===== src/hw/rtl/ps2mct_pkg.sv =====
// Shared constants and types for the PS/2 mouse cursor tracker.
`default_nettype none
package ps2mct_pkg;

  localparam int COORD_BITS  = 12;
  localparam int SIZE_W      = 13;
  localparam int BYTE_W      = 8;
  localparam int CFG_DATA_W  = 32;
  localparam int CFG_ADDR_W  = 3;
  localparam int OUT_FIELD_W = 2 * COORD_BITS + 2;
  localparam int OUT_TDATA_W = ((OUT_FIELD_W + 7) / 8) * 8;

  // Register indexes, taken from paddr[2]
  localparam logic REG_SCREEN_WIDTH  = 1'b0;
  localparam logic REG_SCREEN_HEIGHT = 1'b1;

  localparam logic [SIZE_W-1:0] WIDTH_RESET  = SIZE_W'(1024);
  localparam logic [SIZE_W-1:0] HEIGHT_RESET = SIZE_W'(768);

  typedef struct packed {
    logic [SIZE_W-1:0] screen_height;
    logic [SIZE_W-1:0] screen_width;
  } cfg_t;

  typedef struct packed {
    logic                  right_pressed;
    logic                  left_pressed;
    logic [COORD_BITS-1:0] cursor_y;
    logic [COORD_BITS-1:0] cursor_x;
  } result_t;

endpackage
`default_nettype wire


===== src/hw/rtl/ps2mct_regs.sv =====
// APB configuration registers for screen width and height.
`default_nettype none
module ps2mct_regs (
  input  wire logic                                clk,
  input  wire logic                                rst_n,
  input  wire logic                                cfg_psel,
  input  wire logic                                cfg_penable,
  input  wire logic                                cfg_pwrite,
  input  wire logic [ps2mct_pkg::CFG_ADDR_W-1:0]   cfg_paddr,
  input  wire logic [ps2mct_pkg::CFG_DATA_W-1:0]   cfg_pwdata,
  output logic      [ps2mct_pkg::CFG_DATA_W-1:0]   cfg_prdata,
  output logic                                     cfg_pready,
  output ps2mct_pkg::cfg_t                         cfg
);

  logic [ps2mct_pkg::SIZE_W-1:0] width_r;
  logic [ps2mct_pkg::SIZE_W-1:0] height_r;
  logic                          wr_en;

  assign cfg_pready = 1'b1;
  assign wr_en      = cfg_psel && cfg_penable && cfg_pwrite && cfg_pready;

  always_ff @(posedge clk) begin
    if (!rst_n) begin
      width_r  <= ps2mct_pkg::WIDTH_RESET;
      height_r <= ps2mct_pkg::HEIGHT_RESET;
    end else if (wr_en) begin
      if (cfg_paddr[2] == ps2mct_pkg::REG_SCREEN_WIDTH) begin
        width_r <= cfg_pwdata[ps2mct_pkg::SIZE_W-1:0];
      end else begin
        height_r <= cfg_pwdata[ps2mct_pkg::SIZE_W-1:0];
      end
    end
  end

  always_comb begin
    if (cfg_paddr[2] == ps2mct_pkg::REG_SCREEN_WIDTH) begin
      cfg_prdata = ps2mct_pkg::CFG_DATA_W'(width_r);
    end else begin
      cfg_prdata = ps2mct_pkg::CFG_DATA_W'(height_r);
    end
  end

  assign cfg.screen_width  = width_r;
  assign cfg.screen_height = height_r;

endmodule
`default_nettype wire


===== src/hw/rtl/ps2mct_track.sv =====
// Packet assembly, delta decode and cursor position update.
`default_nettype none
module ps2mct_track (
  input  wire logic                              clk,
  input  wire logic                              rst_n,
  input  wire logic                              step,
  input  wire logic [ps2mct_pkg::BYTE_W-1:0]     rx_byte,
  input  wire ps2mct_pkg::cfg_t                  cfg,
  output logic                                   last_byte,
  output ps2mct_pkg::result_t                    result
);

  localparam int CB    = ps2mct_pkg::COORD_BITS;
  localparam int SW    = ps2mct_pkg::SIZE_W;
  localparam int DW    = 11;
  localparam int SUM_W = ((CB > SW) ? CB : SW) + 2;

  localparam int HDR_LEFT    = 0;
  localparam int HDR_RIGHT   = 1;
  localparam int HDR_ALWAYS1 = 3;
  localparam int HDR_XSIGN   = 4;
  localparam int HDR_YSIGN   = 5;
  localparam int HDR_XOVF    = 6;
  localparam int HDR_YOVF    = 7;

  typedef enum logic [2:0] {
    PH_HEADER = 3'b001,
    PH_XDELTA = 3'b010,
    PH_YDELTA = 3'b100
  } phase_t;

  phase_t                           phase_r, phase_nxt;
  logic [ps2mct_pkg::BYTE_W-1:0]    header_r, header_nxt;
  logic [ps2mct_pkg::BYTE_W-1:0]    xbyte_r, xbyte_nxt;
  logic [CB-1:0]                    pos_x_r, pos_y_r;
  logic [CB-1:0]                    new_x, new_y;
  logic signed [DW-1:0]             dx, dy;

  // 9-bit signed delta, pushed a further 255 toward the sign on overflow
  function automatic logic signed [DW-1:0] make_delta(
    input logic [ps2mct_pkg::BYTE_W-1:0] b,
    input logic                          neg,
    input logic                          ovf
  );
    logic signed [DW-1:0] d;
    d = $signed({{(DW - 9){neg}}, neg, b});
    if (ovf) begin
      d = neg ? (d - DW'(255)) : (d + DW'(255));
    end
    return d;
  endfunction

  // Keep the old coordinate if the new one leaves the screen or the coordinate range
  function automatic logic [CB-1:0] move_axis(
    input logic [CB-1:0]         old,
    input logic signed [DW-1:0]  delta,
    input logic [SW-1:0]         size
  );
    logic signed [SUM_W-1:0] nv;
    logic signed [SUM_W-1:0] lim;
    logic signed [SUM_W-1:0] sz;
    nv  = $signed({{(SUM_W - CB){1'b0}}, old}) + $signed({{(SUM_W - DW){delta[DW-1]}}, delta});
    lim = $signed({{(SUM_W - CB){1'b0}}, {CB{1'b1}}});
    sz  = $signed({{(SUM_W - SW){1'b0}}, size});
    if (nv[SUM_W-1] || (nv >= sz) || (nv > lim)) begin
      return old;
    end
    return nv[CB-1:0];
  endfunction

  assign last_byte = (phase_r == PH_YDELTA);

  always_comb begin
    dx    = make_delta(xbyte_r, header_r[HDR_XSIGN], header_r[HDR_XOVF]);
    dy    = make_delta(rx_byte, header_r[HDR_YSIGN], header_r[HDR_YOVF]);
    new_x = move_axis(pos_x_r, dx, cfg.screen_width);
    new_y = move_axis(pos_y_r, -dy, cfg.screen_height);
  end

  always_comb begin
    phase_nxt  = phase_r;
    header_nxt = header_r;
    xbyte_nxt  = xbyte_r;
    case (phase_r)
      PH_XDELTA: begin
        xbyte_nxt = rx_byte;
        phase_nxt = PH_YDELTA;
      end
      PH_YDELTA: begin
        phase_nxt = PH_HEADER;
      end
      default: begin
        // drop a header without its always-one bit
        if (rx_byte[HDR_ALWAYS1]) begin
          header_nxt = rx_byte;
          phase_nxt  = PH_XDELTA;
        end else begin
          phase_nxt  = PH_HEADER;
        end
      end
    endcase
  end

  always_ff @(posedge clk) begin
    if (!rst_n) begin
      phase_r  <= PH_HEADER;
      header_r <= '0;
      xbyte_r  <= '0;
      pos_x_r  <= '0;
      pos_y_r  <= '0;
    end else if (step) begin
      phase_r  <= phase_nxt;
      header_r <= header_nxt;
      xbyte_r  <= xbyte_nxt;
      if (last_byte) begin
        pos_x_r <= new_x;
        pos_y_r <= new_y;
      end
    end
  end

  assign result.cursor_x      = new_x;
  assign result.cursor_y      = new_y;
  assign result.left_pressed  = header_r[HDR_LEFT];
  assign result.right_pressed = header_r[HDR_RIGHT];

endmodule
`default_nettype wire


===== src/hw/rtl/ps2_mouse_cursor_tracker_core.sv =====
// Top level of the PS/2 mouse cursor tracker: input register, tracker, result register.
//
//  channel | dir | handshake                  | payload
//  in_     | in  | in_tvalid / in_tready      | in_tdata[7:0] rx_byte
//  out_    | out | out_tvalid / out_tready    | out_tdata: cursor_x, cursor_y, buttons
//  cfg_    | in  | APB, pready always high    | screen_width @0, screen_height @4
//
// One byte per cycle unless a packet's third byte waits on a stalled result; a taken byte
// is registered in the input register before the tracker, then its result in the result register.
// rst_n is synchronous; it clears the packet phase, position and both valid flags.
// A stalled result holds the result register; the input register still takes header and
// X bytes, and waits only when it holds a third byte that has no free result slot.
`default_nettype none
module ps2_mouse_cursor_tracker_core (
  input  wire logic                                 clk,
  input  wire logic                                 rst_n,
  input  wire logic                                 in_tvalid,
  output logic                                      in_tready,
  // rx_byte[7:0]
  input  wire logic [ps2mct_pkg::BYTE_W-1:0]        in_tdata,
  output logic                                      out_tvalid,
  input  wire logic                                 out_tready,
  // cursor_x[11:0], cursor_y[23:12], left_pressed[24], right_pressed[25], zero pad
  output logic [ps2mct_pkg::OUT_TDATA_W-1:0]        out_tdata,
  input  wire logic                                 cfg_psel,
  input  wire logic                                 cfg_penable,
  input  wire logic                                 cfg_pwrite,
  input  wire logic [ps2mct_pkg::CFG_ADDR_W-1:0]    cfg_paddr,
  input  wire logic [ps2mct_pkg::CFG_DATA_W-1:0]    cfg_pwdata,
  output logic      [ps2mct_pkg::CFG_DATA_W-1:0]    cfg_prdata,
  output logic                                      cfg_pready
);

  ps2mct_pkg::cfg_t              cfg;
  ps2mct_pkg::result_t           result;
  ps2mct_pkg::result_t           res_r;
  logic                          s1_valid_r;
  logic [ps2mct_pkg::BYTE_W-1:0] s1_byte_r;
  logic                          out_valid_r;
  logic                          last_byte;
  logic                          s1_adv;
  logic                          s1_step;
  logic                          produce;

  ps2mct_regs u_regs (
    .clk         (clk),
    .rst_n       (rst_n),
    .cfg_psel    (cfg_psel),
    .cfg_penable (cfg_penable),
    .cfg_pwrite  (cfg_pwrite),
    .cfg_paddr   (cfg_paddr),
    .cfg_pwdata  (cfg_pwdata),
    .cfg_prdata  (cfg_prdata),
    .cfg_pready  (cfg_pready),
    .cfg         (cfg)
  );

  ps2mct_track u_track (
    .clk       (clk),
    .rst_n     (rst_n),
    .step      (s1_step),
    .rx_byte   (s1_byte_r),
    .cfg       (cfg),
    .last_byte (last_byte),
    .result    (result)
  );

  // advance unless a packet result waits for a full, stalled result register
  assign s1_adv    = !last_byte || !out_valid_r || out_tready;
  assign s1_step   = s1_valid_r && s1_adv;
  assign produce   = s1_step && last_byte;
  assign in_tready = !s1_valid_r || s1_adv;

  always_ff @(posedge clk) begin
    if (!rst_n) begin
      s1_valid_r <= 1'b0;
    end else if (in_tready) begin
      s1_valid_r <= in_tvalid;
    end
  end

  always_ff @(posedge clk) begin
    if (in_tready && in_tvalid) begin
      s1_byte_r <= in_tdata;
    end
  end

  always_ff @(posedge clk) begin
    if (!rst_n) begin
      out_valid_r <= 1'b0;
    end else if (produce) begin
      out_valid_r <= 1'b1;
    end else if (out_tready) begin
      out_valid_r <= 1'b0;
    end
  end

  always_ff @(posedge clk) begin
    if (produce) begin
      res_r <= result;
    end
  end

  assign out_tvalid = out_valid_r;
  assign out_tdata  = ps2mct_pkg::OUT_TDATA_W'(res_r);

endmodule
`default_nettype wire


===== config.mk =====
export PLATFORM = sky130hd
export DESIGN_NAME = ps2_mouse_cursor_tracker_core
export DESIGN_NICKNAME = d
export VERILOG_FILES = /design/src/hw/rtl/ps2mct_pkg.sv /design/src/hw/rtl/ps2mct_regs.sv /design/src/hw/rtl/ps2mct_track.sv /design/src/hw/rtl/ps2_mouse_cursor_tracker_core.sv
export SDC_FILE = /design/constraint.sdc
export NUM_CORES = 1
export LEC_CHECK = 0
export ABC_AREA = 1
export BUFFER_PORTS_ARGS = -buffer_cell sky130_fd_sc_hd__buf_2
export CAP_MARGIN = 15
export CELL_PAD_IN_SITES_DETAIL_PLACEMENT = 1
export CELL_PAD_IN_SITES_GLOBAL_PLACEMENT = 2
export CORE_UTILIZATION = 36
export CTS_BUF_LIST = sky130_fd_sc_hd__clkbuf_16
export CTS_CLUSTER_SIZE = 16
export DETAILED_ROUTE_END_ITERATION = 6
export GPL_ROUTABILITY_DRIVEN = 0
export PLACE_DENSITY_LB_ADDON = 0.1
export SYNTH_ARGS = -nofsm -noshare
export SYNTH_HDL_FRONTEND = slang
export SYNTH_SLANG_ARGS = --single-unit

===== constraint.sdc =====
create_clock -name clk -period 6.9 [get_ports clk]
set_clock_uncertainty 0.1 [all_clocks]
set_input_delay 1.035 -clock clk [delete_from_list [all_inputs] [get_ports clk]]
set_output_delay 1.035 -clock clk [all_outputs]
set_load 0.005 [all_outputs]

==> results of run 1 <==
[state kept, by name (all words and copies together), names as in the netlist]
| name | flops |
|---|---|
| u_track.phase_r | 3 |
| u_track.pos_x_r | 12 |
| out_tvalid | 1 |
| u_track.xbyte_r | 8 |
| out_tdata | 26 |
| u_track.pos_y_r | 12 |
| s1_byte_r | 8 |
| s1_valid_r | 1 |
| u_track.header_r | 6 |
| u_regs.width_r | 13 |
| u_regs.height_r | 13 |
[metrics by stage]
stage	setup WS, ns	util [%]	hold WS [ns]
after floorplan	2.26	-	0.308
after global placement	0.937	39.6	0.312
after detailed placement	0.845	39.6	0.330
after CTS	0.809	41.2	0.340
after global routing	0.189	41.2	0.356
final	0.938	41.2	0.341
[cells by family (layout without fill, tap and decap cells)]
group                      Yosys count  after routing
xor gates and xnor gates            29             29
DFF                                103            103
other                                2             26
AOI/OAI and AO/OA                  210            210
muxes                                1              1
buffers and inverters              201            236
and+or+nand+nor                    342            342
adders and majority gates           71             71
[report_power, final]
part           leakage, nW  switching (mW)  internal, mW
Clock                0.155           0.254         0.287
Sequential           0.858          0.0139         0.638
Combinational         2.84           0.195         0.104
[worst max-delay path: cells and delay by family (launching register included)]
kind | cells | cell delay [ns]
AND/OR/NAND/NOR | 16 | 1.84
buffers and inverters | 1 | 0.34
flip-flops | 1 | 0.53
adder cells (fa/ha/maj) | 3 | 1.17
AO/OA/AOI/OAI | 7 | 1.35
XOR/XNOR | 2 | 0.35
[layout make-up]
class	instances	share of cell area, %
Clock buffer	9	2.77
Timing Repair Buffer	73	4.62
Inverter	147	6.80
Tap cell	265	4.09
Sequential cell	103	29.6
Multi-Input combinational cell	679	51.1
Clock inverter	7	0.987
[worst max path at each step]
stage | start | endpoint | depth (start not counted)
final | u_track.header_r[4]$_SDFFE_PN0P_ | out_tdata[11]$_DFFE_PP_ | 29
after floorplan | u_track.header_r[5]$_SDFFE_PN0P_ | u_track.pos_y_r[10]$_SDFFE_PN0P_ | 27
after global placement | u_track.header_r[4]$_SDFFE_PN0P_ | out_tdata[0]$_DFFE_PP_ | 29
after CTS | u_track.header_r[4]$_SDFFE_PN0P_ | out_tdata[1]$_DFFE_PP_ | 29
after global routing | u_track.header_r[4]$_SDFFE_PN0P_ | out_tdata[1]$_DFFE_PP_ | 29
after detailed placement | u_track.header_r[4]$_SDFFE_PN0P_ | out_tdata[1]$_DFFE_PP_ | 29
[per-layer routing]
layer  up-vias  share of wire, %  global-route usage, %
li1       3229                 -                      -
met3        15               3.1                   2.70
met4         0               1.1                   4.84
met2       101                44                   29.4
met5         -                 0                      0
met1      2871                52                   26.9
[layout by cell type, fill, tap and decap left out, types with 4 or more instances in the layout]
master	n
fa_1	4
nand2_4	5
xnor2_1	12
o21bai_1	5
dfxtp_1	69
buf_4	4
nand2_2	15
buf_2	69
inv_1	147
o21ai_0	74
nand4_1	12
nor2_1	41
a31oi_1	4
nand2_1	178
nand3_2	24
ha_1	67
conb_1	26
a21oi_1	85
xor2_1	17
clkbuf_16	9
nor3_1	4
nand3_1	48
o21a_1	22
edfxtp_1	34
==> impl_metrics.json, run 1 <==
{
  "synth_edf_count": 34,
  "hp-class": "reg -> reg",
  "antenna_found_initial": 0,
  "syn_area_um2": 7350,
  "rrSetupSlack_ns": 0.94,
  "synth.avg_cell_area_um2": 7.67,
  "pin_count": 117,
  "postCtsSetupBuffers": 0,
  "cp-start-kind": "flip-flop",
  "outcome": "complete, no violations",
  "grt_max_degree": 58,
  "timing.hold.worst.start": "u_track.header_r[1]$_SDFFE_PN0P_",
  "instances_no_fill": 1283,
  "cts_tree": "yes",
  "drive_above_1_share_pct": 14.3,
  "synth_ff_type": "dfxtp_1",
  "max_cap_violations": 0,
  "cts_hold_buf": 0,
  "place_hpwl_um": 15500,
  "synthXorXnorAreaFrac_pct": 3.45,
  "synth_area_leaders": "dfxtp_1 19%, edfxtp_1 14%, ha_1 11%",
  "synthDistinctLibCells": 50,
  "die_area_um2": 21000,
  "clk_pin_slew_ns": 0.08,
  "yosysTopAreaCell": "dfxtp_1",
  "crit_required_ns": 6.89,
  "placed_area_um2": 7810,
  "drv_slew": 0,
  "worstSetupPathType": "reg -> reg",
  "fin_crit_sh_pct": 86.4,
  "postRouteAntennaNets": 0,
  "cts_resized": 0,
  "initial_utilization_pct": 37.3,
  "wl_per_cell_um": 15.2,
  "r2r_cells": 29,
  "synthMuxAreaShare_pct": 0.136,
  "fmax_mhz": 168,
  "fillers": 2478,
  "routed_via_density": 4.84,
  "synth_seq_cells": 103,
  "crit_fanout": 12,
  "overflow": 0,
  "power.density_nw_per_um2": 184,
  "vias": 6216,
  "grt_pass1_vias": 5969,
  "h-tree-depth": 3,
  "setup-tns-final_ns": 0,
  "areaGrowthSynthToFinish_pct": 10.4,
  "regArea_um2": 2400,
  "final_hold_viol_count": 0,
  "grt_pass1_wl_um": 31300,
  "worstReg2RegStart": "u_track.header_r[4]$_SDFFE_PN0P_",
  "stdcell_area_um2": 8120,
  "cts_made_buffers": 9,
  "syn_inst": 959,
  "critPathArrivalTime_ns": 5.95,
  "drt-initial-drc-count": 216,
  "drc": 0,
  "r2r-end": "out_tdata[11]$_DFFE_PP_",
  "p_leak_nw": 3.86,
  "worst-slew-pin-transition_ns": 0.842,
  "postRouteWirelength_um": 19500,
  "cp_slowest_cell": "dfxtp_1",
  "max_slew_margin_pct": 43.7,
  "numPortBuffers": 69,
  "chipHeight_um": 145,
  "multiInputGateArea_um2": 4150,
  "min_delay_path_depth": 0,
  "synth_compound_area_share_pct": 16.0,
  "ys_seq_area_share_pct": 32.7,
  "rsz0062_at_grt": "false",
  "synth.most_common_cell": "nand2_1",
  "drtPass1Iterations": 4,
  "die_w_um": 145,
  "async_flop_share_pct": 0,
  "yosysTopAreaCellShare_pct": 18.8,
  "core_um2": 19700,
  "numPlacedInstances": 1267,
  "vdd_drop_max_mv": 0.111,
  "critPathCaptureType": "flip-flop",
  "num-nets-final": 1134,
  "synthAdderAreaFrac_pct": 12.5,
  "crit_top_cell": "nand2_1",
  "track_usage_pct": 18.8,
  "synthSimpleGateAreaFrac_pct": 22.9,
  "antennaDiodeCount": 0,
  "cts_sinks": 103,
  "clock_latency_ns": 0.36,
  "cts-root-buf": "clkbuf_16",
  "power_mw": 1.49,
  "hold_end": "out_tdata[25]$_DFFE_PP_",
  "yosys_warnings": 0,
  "cts.path.max_buffers": 2,
  "setup_viol": 0,
  "synth_top_family_by_area": "simple AND/OR/NAND/NOR gates",
  "fin_crit_ns": 5.96,
  "cpPeakStageDelay_ns": 0.53,
  "row_count": 51,
  "synth_common_cells": "178 x nand2_1, 146 x inv_1, 85 x a21oi_1"
}
Note: power is estimated with default switching activity, not from simulation.
==> run 2: changes to the inputs <==
Settings changed: MAX_ROUTING_LAYER from default to met4.
==> run 2 against run 1 <==
Effect of this change: clock power barely moved; via count barely moved; critical path type unchanged; worst setup slack improved by 0.015 ns; first-iteration DRC count rose by 2.3%; critical path depth did not move; largest cell class unchanged; sequential cell count did not move; cell count did not move; non-clock buffer count did not move; global-route usage rose by 0.54 points; clock-buffer cell count did not move; routed wire length did not move.
==> impl_metrics.json, run 2 (same netlist as run 1, synthesis figures left out) <==
{
  "outcome": "complete, no violations",
  "fin_crit_sh_pct": 86.2,
  "cp_top_family": "simple AND/OR/NAND/NOR gates",
  "r2r-end": "out_tdata[11]$_DFFE_PP_",
  "fin_crit_ns": 5.95,
  "final_cell_mix": "178 x nand2_1, 147 x inv_1, 85 x a21oi_1, 74 x o21ai_0",
  "max_slew_margin_pct": 43.7,
  "vias": 6210,
  "antennaDiodeCount": 0,
  "min_delay_path_depth": 0,
  "die_w_um": 145,
  "numPortBuffers": 69,
  "fmax_mhz": 168,
  "setup_viol": 0,
  "final_hold_viol_count": 0,
  "final_common_cell": "nand2_1",
  "cts-root-buf": "clkbuf_16",
  "p_leak_nw": 3.86,
  "drv_slew": 0,
  "place_hpwl_um": 15500,
  "crit_required_ns": 6.89,
  "worstReg2RegStart": "u_track.header_r[4]$_SDFFE_PN0P_",
  "placed_area_um2": 7810,
  "drive_above_1_share_pct": 14.3,
  "cts_resized": 0,
  "r2r_cells": 29,
  "track_usage_pct": 19.3,
  "rrSetupSlack_ns": 0.95,
  "grt_max_degree": 58,
  "cts_made_buffers": 9,
  "power.density_nw_per_um2": 184,
  "stdcell_area_um2": 8120,
  "postRouteAntennaNets": 0,
  "largest_reg_flops": 26,
  "drc": 0,
  "cts_hold_buf": 0,
  "crit_fanout": 12,
  "max_cap_violations": 0,
  "die_area_um2": 21000,
  "worst-slew-pin-transition_ns": 0.842,
  "drt-initial-drc-count": 221,
  "grt_pass1_wl_um": 31300,
  "pin_count": 117,
  "initial_utilization_pct": 37.3,
  "cts_sinks": 103,
  "antenna_found_initial": 0,
  "cts.path.max_buffers": 2,
  "critPathCaptureType": "flip-flop",
  "critical_path_buf_inv_count": 1,
  "postCtsSetupBuffers": 0,
  "cp_slowest_cell": "dfxtp_1",
  "rsz0062_at_grt": "false",
  "timing.hold.worst.start": "u_track.header_r[1]$_SDFFE_PN0P_",
  "clock_latency_ns": 0.36,
  "h-tree-depth": 3,
  "hp-class": "reg -> reg",
  "crit_top_cell": "nand2_1",
  "grt_pass1_vias": 5973,
  "cpPeakStageDelay_ns": 0.53,
  "cp-start-kind": "flip-flop",
  "postRouteWirelength_um": 19500,
  "row_count": 51,
  "chipHeight_um": 145,
  "worstSetupPathType": "reg -> reg",
  "cts_tree": "yes",
  "setup-tns-final_ns": 0,
  "areaGrowthSynthToFinish_pct": 10.4,
  "drtPass1Iterations": 4,
  "wl_per_cell_um": 15.2,
  "critPathArrivalTime_ns": 5.94,
  "clk_pin_slew_ns": 0.08,
  "num-nets-final": 1134,
  "vdd_drop_max_mv": 0.112,
  "overflow": 0,
  "core_um2": 19700,
  "routed_via_density": 4.84,
  "hold_end": "out_tdata[25]$_DFFE_PP_"
}
==> run 2: cell counts in the layout (fill, tap and decap cells not counted) <==
No cell type changed its count.
==> run 2: metrics by stage <==
stage | util [%] | hold WS [ns] | instances | total power, mW | worst slack (ns)
CTS | 41.2 | 0.340 | 1283 | 1.51 | 0.809
floorplan | - | 0.308 | 983 | 0.893 | 2.26
finish | 41.2 | 0.341 | 1283 | 1.49 | 0.953
global placement | 39.6 | 0.312 | 1267 | 0.963 | 0.937
detailed placement | 39.6 | 0.330 | 1267 | 0.968 | 0.845
global route | 41.2 | 0.356 | 1283 | 1.58 | 0.190
==> run 2: area by class of cell <==
class                   instances  area [um2]
well taps                     265         332
clock inverters                 7        80.1
repair buffers                 73         375
clock buffers                   9         225
flip-flops and latches        103        2400
inverters                     147         552
multi-input cells             679        4150
fillers                      2478       11600
==> run 2: worst max-delay path by stage <==
| stage | depth (start not counted) | end | from |
|---|---|---|---|
| 3_3_place_gp | 29 | out_tdata[0]$_DFFE_PP_ | u_track.header_r[4]$_SDFFE_PN0P_ |
| 5_1_grt | 29 | out_tdata[1]$_DFFE_PP_ | u_track.header_r[4]$_SDFFE_PN0P_ |
| 6_report | 29 | out_tdata[11]$_DFFE_PP_ | u_track.header_r[4]$_SDFFE_PN0P_ |
| 3_5_place_dp | 29 | out_tdata[1]$_DFFE_PP_ | u_track.header_r[4]$_SDFFE_PN0P_ |
| 2_1_floorplan | 27 | u_track.pos_y_r[10]$_SDFFE_PN0P_ | u_track.header_r[5]$_SDFFE_PN0P_ |
| 4_1_cts | 29 | out_tdata[1]$_DFFE_PP_ | u_track.header_r[4]$_SDFFE_PN0P_ |
==> run 2: metal layers <==
metal | global-route usage (%) | vias to the layer above | routed length, um
met4 | 4.84 | 0 | 211
met5 | - | - | 0
met1 | 26.8 | 2861 | 10000
li1 | - | 3229 | -
met3 | 2.70 | 15 | 644
met2 | 29.4 | 105 | 8600
==> run 2: report_power, final <==
group | leakage, nW | internal (mW) | switching [mW] | total, mW
Sequential | 0.858 | 0.638 | 0.0140 | 0.652
Combinational | 2.84 | 0.104 | 0.195 | 0.299
Clock | 0.155 | 0.287 | 0.256 | 0.543
